--- config.mk ---
export PLATFORM = sky130hd
export DESIGN_NAME = lpt_divider
export DESIGN_NICKNAME = d
export VERILOG_FILES = /design/src/lpt_pkg.sv /design/src/lpt_divider.sv
export SDC_FILE = /design/constraint.sdc
export NUM_CORES = 1
export LEC_CHECK = 0
export BUFFER_PORTS_ARGS = -buffer_cell sky130_fd_sc_hd__buf_2
export CORE_MARGIN = 2
export CORE_UTILIZATION = 43
export DETAILED_ROUTE_END_ITERATION = 8
export PLACE_DENSITY = 0.79
export REMOVE_ABC_BUFFERS = 1
export SYNTH_ARGS = -nofsm -noshare
export SYNTH_HDL_FRONTEND = slang
export SYNTH_SLANG_ARGS = --single-unit
--- constraint.sdc ---
create_clock -name clk -period 6.7 [get_ports clk]
set_input_delay 1.34 -clock clk [delete_from_list [all_inputs] [get_ports clk]]
set_output_delay 1.34 -clock clk [all_outputs]
set_load 0.02 [all_outputs]
--- src/lpt_pkg.sv ---
package lpt_pkg;

  localparam int unsigned ValueWidthDef = 32;
  localparam int unsigned MaxFactorsDef = 10;
  localparam int unsigned CandWidth     = 32;

  typedef enum logic [3:0] {
    ST_IDLE,
    ST_FAC_TWO,
    ST_FAC_SQ,
    ST_FAC_SQ_CHK,
    ST_FAC_DIV,
    ST_FAC_REDIV,
    ST_FAC_TAIL,
    ST_BASE_START,
    ST_POW_STEP,
    ST_POW_GO,
    ST_POW_WAIT,
    ST_POW_END,
    ST_LUC_CHK,
    ST_LUC_DIV,
    ST_DONE
  } lpt_state_t;

endpackage

--- src/lpt_divider.sv ---
module lpt_divider
  import lpt_pkg::*;
#(
  parameter int unsigned W = ValueWidthDef
) (
  input  logic           clk,
  input  logic           rst,
  input  logic           start,
  input  logic [2*W-1:0] dividend,
  input  logic [W-1:0]   divisor,
  output logic           done,
  output logic [2*W-1:0] quotient,
  output logic [W-1:0]   remainder
);

  localparam int unsigned CntW = $clog2(2 * W + 1);

  logic            running;
  logic [CntW-1:0] cnt;
  logic [W-1:0]    dsr;
  logic [W-1:0]    rem;
  logic [2*W-1:0]  quo;
  logic [W:0]      sh;
  logic [W:0]      diff;
  logic            qbit;
  logic [W-1:0]    rem_next;

  always_comb begin
    sh       = {rem, quo[2*W-1]};
    diff     = sh - {1'b0, dsr};
    qbit     = (sh >= {1'b0, dsr});
    rem_next = qbit ? diff[W-1:0] : sh[W-1:0];
  end

  always_ff @(posedge clk) begin
    if (rst) begin
      running <= 1'b0;
      done    <= 1'b0;
    end else begin
      done <= 1'b0;
      if (start) begin
        running <= 1'b1;
        rem     <= '0;
        quo     <= dividend;
        dsr     <= divisor;
        cnt     <= CntW'(2 * W);
      end else if (running) begin
        rem <= rem_next;
        quo <= {quo[2*W-2:0], qbit};
        cnt <= cnt - 1'b1;
        if (cnt == CntW'(1)) begin
          running <= 1'b0;
          done    <= 1'b1;
        end
      end
    end
  end

  assign quotient  = quo;
  assign remainder = rem;

endmodule

==> results of run 1 <==
## registers in the layout (all words and copies together) (netlist names)
signal,count
cnt,7
done,1
dsr,32
quotient,64
remainder,32
running,1
## final cells by class
type / count / area, um^2
Inverter: 46 / 173
Multi-Input combinational cell: 405 / 3210
Clock buffer: 17 / 425
Tap cell: 225 / 282
Timing Repair Buffer: 199 / 1010
Sequential cell: 137 / 4090
Fill cell: 1527 / 7910
Clock inverter: 15 / 198
## synthesized netlist by cell type (4+ instances only)
cell type  instances
nor2_1            51
o21a_1             5
nor2_2             7
buf_2              4
ha_1              34
mux2i_1           22
edfxtp_1         135
xnor2_1           22
mux2_2            65
a211oi_1           5
a31oi_1            5
and3_1             7
nand2b_1           5
xor2_1             7
and2_1             4
a21o_1             7
nand2_1           30
nor4_1             4
o211ai_1           6
inv_1             46
buf_6              4
nand4_1            5
a21oi_1           29
clkbuf_1          16
a211oi_2           5
or3_1              5
o21bai_1           7
o21ai_0           10
nand3_1           13
## critical path, stage by stage, from the launching register on
cell	delay, ns
edfxtp_1	0.42
ha_1	0.40
o211ai_1	0.12
a21oi_2	0.14
nor2_1	0.08
o31a_4	0.40
o41ai_4	0.33
nor2_2	0.12
o311ai_4	1.01
buf_4	0.52
mux2i_1	0.23
nor2_1	0.06
## kinds of logic after synthesis
logic type,after synthesis
xor+xnor,29
compound gates,104
mux,89
buf+inv,70
flops,137
simple gates,148
fa+ha+maj,35
## cell usage in the layout, fill, tap and decap left out, types with 6 or more instances in the layout
cell	count
o21bai_1	7
nand3_1	13
ha_1	34
clkbuf_16	17
o21ai_0	10
nor2_2	7
nand2_1	30
xor2_1	7
xnor2_1	22
edfxtp_1	135
a21o_1	7
a21oi_1	29
nor2_1	49
mux2i_1	22
buf_2	194
and3_1	7
o211ai_1	6
inv_1	46
mux2_2	65
## power breakdown
part	switching (mW)	leakage (nW)	internal, mW	total [mW]
clock	0.420	0.308	0.573	0.993
combinational	0.366	2.38	0.269	0.635
sequential	0.0392	1.31	1.03	1.07
## worst min-delay path by stage
| stage | startpoint | end | depth (start not counted) |
|---|---|---|---|
| global route | running$_SDFF_PP0_ | done$_SDFF_PP0_ | 1 |
| detailed placement | running$_SDFF_PP0_ | done$_SDFF_PP0_ | 1 |
| CTS | running$_SDFF_PP0_ | done$_SDFF_PP0_ | 1 |
| finish | running$_SDFF_PP0_ | done$_SDFF_PP0_ | 1 |
| floorplan | running$_SDFF_PP0_ | done$_SDFF_PP0_ | 1 |
| global placement | running$_SDFF_PP0_ | done$_SDFF_PP0_ | 1 |
## per-layer routing
layer / up-vias / track usage, % / wire (um)
met5: - / 0 / 38
met4: 6 / 6.70 / 328
met3: 27 / 6.30 / 1200
met2: 168 / 31.6 / 8400
met1: 2534 / 23.7 / 7550
li1: 2654 / - / -
==> results.toml, run 1 <==
[yosys]
synth_edf_count = 135
ys_warn_count = 0
yosys.area_share.adder_pct = 5.87
synth_area_leaders = "edfxtp_1 (53%), mux2_2 (9.6%), ha_1 (5.6%)"
synthCells = 612
synth-xor-area-share_pct = 3.35
synth_area_um2 = 7590
synth-simple-area-share_pct = 9.52
synth_top_area_share_pct = 53.4
synth-seq-cells = 137
synth_seq_area_share_pct = 54.0
async_reset_ff_share_pct = 0
synth_largest_area_cell = "edfxtp_1"
synthMuxAreaShare_pct = 12.9
yosys_most_used_dff = "edfxtp_1"
ys_types = 60
avgSynthCellArea_um2 = 12.4
synth_compound_area_share_pct = 10.4
synth_top_family_by_area = "multiplexers"

[timing]
setup_tns_ns = 0
setup_viol = 0
slew_headroom_pct = 21.1
drv_slew = 0
holdWs_ns = 0.495
period_minus_slack_ns = 4.15
fmax_mhz = 241
rsz0062_at_grt = "no"
hold_viol_final = 0
skew_ns = 0.0106
setup_slack_ns = 2.55
tightest_slew_ns = 1.18
min_period_over_period_pct = 61.9

[worst_setup_path]
reg2reg_from = "remainder[3]$_SDFFCE_PP0P_"
arrival_ns = 4.29
r2r_end = "remainder[5]$_SDFFCE_PP0P_"
startpoint = "remainder[3]$_SDFFCE_PP0P_"
crit_path_max_fanout = 23
criticalPathCategory = "register to register"
crit_end = "remainder[5]$_SDFFCE_PP0P_"
cp.required_ns = 6.84
reg2reg_slack_ns = 2.55
cp-end-kind = "register"
rr_worst_depth = 11
critPathLaunchType = "register"

[route]
vias = 5389
drt_first_pass_iters = 4
drcViolationCount = 0
drt_iter0_markers = 319
vias_per_cell = 5.16
wl_per_cell_um = 16.8
drt-total-wl_um = 17500
ant_nets = 0

[floorplanning]
die_h_um = 137
ios = 196
std_cell_rows = 48
initial_core_util_pct = 43.9
die_area_um2 = 18700
core_area_um2 = 17300
chipWidth_um = 137

[grt]
grt_pass1_wl_um = 27600
grt_usage_pct = 19.2
grt_overflow_total = 0
first_global_vias = 5542
antenna_found_initial = 5
grt_max_degree = 65

[clock_tree]
cts_hold_buf = 0
clk_latency_ns = 0.42
cts_max_path_buffers = 2
cts_tree = "built"
htree_levels = 4
postCtsSetupRepairBufs = 0
cts_buffers = 17
clk_pin_slew_ns = 0.07
cts-resized-gates = 0
clock_sinks = 137
cts_root_buf = "clkbuf_16"

[pwr]
peakVddDrop_mv = 0.168
power_mw = 2.70
p_leak_nw = 3.99
power.density_nw_per_um2 = 287

[placement]
hpwl_um = 12900
io_buffers = 195
placedInstanceArea_um2 = 8770
preCtsSetupSlack_ns = 2.56
routabilityCongestion = 0.838
dp_cells = 1012

[finish]
fin_area_um2 = 9390
final_util_pct = 54.3
syn_to_final_growth_pct = 23.8
finalNetCount = 940
layoutNonFillerInstCount = 1044
drive_gt1_share_pct = 39.8
antenna_cells = 0

[job]
maxCapViolations = 0

[status]
status = "completed"

[min_path]
hp-class = "register to register"
No activity file was read; power rests on OpenSTA's default activity.
==> inputs of run 2 (changes only) <==
- PLACE_DENSITY: 0.79 -> 0.76
- clock period: 6.7 -> 4.11 ns (I/O delays scaled with it)
==> run 2 against run 1 <==
Compared with the run above:
- via count up 2.0%
- global-route usage increased by 0.89 points
- wire length is 5.8% higher
- first-iteration DRC count increased by 1.9%
- final area is 0.15% higher
- clock skew rose by 0.0011 ns
- sequential power grew 64%
- count of clock-buffer cells in the layout is the same
==> results.toml, run 2 (synthesis gave the netlist of run 1 again) <==
[clock_tree]
clock_sinks = 137
cts_root_buf = "clkbuf_16"
htree_levels = 4
clk_pin_slew_ns = 0.06
clk_latency_ns = 0.43
cts_max_path_buffers = 2
cts_tree = "built"
postCtsSetupRepairBufs = 0
cts_buffers = 17
cts-resized-gates = 0
cts_hold_buf = 0

[worst_setup_path]
reg2reg_from = "remainder[2]$_SDFFCE_PP0P_"
r2r_end = "remainder[8]$_SDFFCE_PP0P_"
arrival_ns = 3.87
rr_worst_depth = 11
critPathLaunchType = "register"
reg2reg_slack_ns = 0.39
cp-end-kind = "register"
cp.required_ns = 4.25
crit_path_max_fanout = 13
criticalPathCategory = "register to register"

[floorplanning]
core_area_um2 = 17300
chipWidth_um = 137
ios = 196
std_cell_rows = 48
die_area_um2 = 18700
initial_core_util_pct = 43.9
die_h_um = 137

[pwr]
p_sw_share_pct = 31.0
p_int_mw = 2.99
p_switching_mw = 1.35
p_leak_nw = 3.99
power.density_nw_per_um2 = 461
peakVddDrop_mv = 0.278
share_comb_of_total_power_pct = 24.4
power_frac_clock_pct = 35.3
p_seq_share_pct = 40.3

[route]
drt_iter0_markers = 325
vias = 5496
drt-total-wl_um = 18500
vias_per_cell = 5.25
drcViolationCount = 0
ant_nets = 0
wl_per_cell_um = 17.7
drt_first_pass_iters = 4

[grt]
grt_max_degree = 105
grt_pass1_wl_um = 28400
grt_overflow_total = 0
antenna_found_initial = 3
first_global_vias = 5572
grt_usage_pct = 20.1

[finish]
layoutNonFillerInstCount = 1047
final_common_cell = "buf_2"
drive_gt1_share_pct = 39.8
syn_to_final_growth_pct = 23.9
final_cell_mix = "buf_2 (194), edfxtp_1 (135), mux2_2 (65), nor2_1 (49), inv_1 (46)"
finalNetCount = 942
largest_register_ffs = 64

[status]
status = "completed"

[timing]
hold_viol_final = 0
drv_slew = 0
rsz0062_at_grt = "no"
fmax_mhz = 269
skew_ns = 0.0118
tightest_slew_ns = 0.766
min_period_over_period_pct = 90.6
setup_viol = 0
slew_headroom_pct = 48.8
setup_tns_ns = 0
period_minus_slack_ns = 3.72
holdWs_ns = 0.499

[placement]
dp_cells = 1014
io_buffers = 195
hpwl_um = 13600
routabilityCongestion = 0.879

[job]
maxCapViolations = 0

[min_path]
hold_end = "done$_SDFF_PP0_"
hp-start = "running$_SDFF_PP0_"
hp-class = "register to register"
hold_depth = 1
## run 2: worst max-delay path by stage
stage / startpoint / slack, ns / end / depth (start not counted)
floorplan: start / -1.68 / cnt[0]$_SDFFCE_PP0P_ / 2
global placement: remainder[2]$_SDFFCE_PP0P_ / 0.50 / remainder[2]$_SDFFCE_PP0P_ / 11
detailed placement: remainder[1]$_SDFFCE_PP0P_ / 0.40 / remainder[5]$_SDFFCE_PP0P_ / 11
CTS: remainder[3]$_SDFFCE_PP0P_ / 0.38 / remainder[8]$_SDFFCE_PP0P_ / 11
global route: remainder[2]$_SDFFCE_PP0P_ / 0.18 / remainder[8]$_SDFFCE_PP0P_ / 11
finish: remainder[2]$_SDFFCE_PP0P_ / 0.39 / remainder[8]$_SDFFCE_PP0P_ / 11
## run 2: routing by layer
| metal | track usage [%] | wire length (um) | vias to the layer above |
|---|---|---|---|
| met5 | 0 | 30 | - |
| met4 | 8.53 | 539 | 4 |
| met3 | 7.67 | 1530 | 39 |
| met2 | 33.6 | 9000 | 189 |
| met1 | 23.0 | 7440 | 2589 |
| li1 | - | - | 2675 |
## run 2: area by class of cell
| cell class | instances | area [um^2] |
|---|---|---|
| Inverter | 46 | 173 |
| Sequential cell | 137 | 4090 |
| Clock buffer | 17 | 425 |
| Clock inverter | 15 | 156 |
| Timing Repair Buffer | 201 | 1060 |
| Multi-Input combinational cell | 405 | 3210 |
| Fill cell | 1513 | 7890 |
| Tap cell | 225 | 282 |
| Antenna cell | 1 | 2.50 |
## run 2: metrics by stage
step                      cell area [um^2]  setup WS [ns]  power, mW  util (%)
after detailed placement              8820          0.403       2.83      51.0
final                                 9400          0.388       4.33      54.4
after global placement                8820          0.495       2.81      51.0
after CTS                             9400          0.377       4.36      54.3
after global routing                  9400          0.182       4.52      54.3
after floorplan                       7460          -1.68       2.53         -
## run 2: worst max-delay path, cell delays in order (launching register included)
cell	delay (ns)
edfxtp_1	0.41
ha_1	0.39
o211ai_1	0.13
a21oi_2	0.14
nor2_1	0.08
o31a_4	0.40
o41ai_4	0.35
nor2_2	0.12
o311ai_4	0.71
buf_4	0.38
mux2i_1	0.24
nor2_1	0.06
## run 2: power by group through the flow
| stage | Clock, mW | Sequential [mW] | Combinational, mW |
|---|---|---|---|
| floorplan | 0 | 1.86 | 0.662 |
| global placement | 0 | 1.77 | 1.04 |
| detailed placement | 0 | 1.77 | 1.05 |
| CTS | 1.55 | 1.75 | 1.06 |
| global route | 1.60 | 1.76 | 1.16 |
| finish | 1.53 | 1.75 | 1.06 |
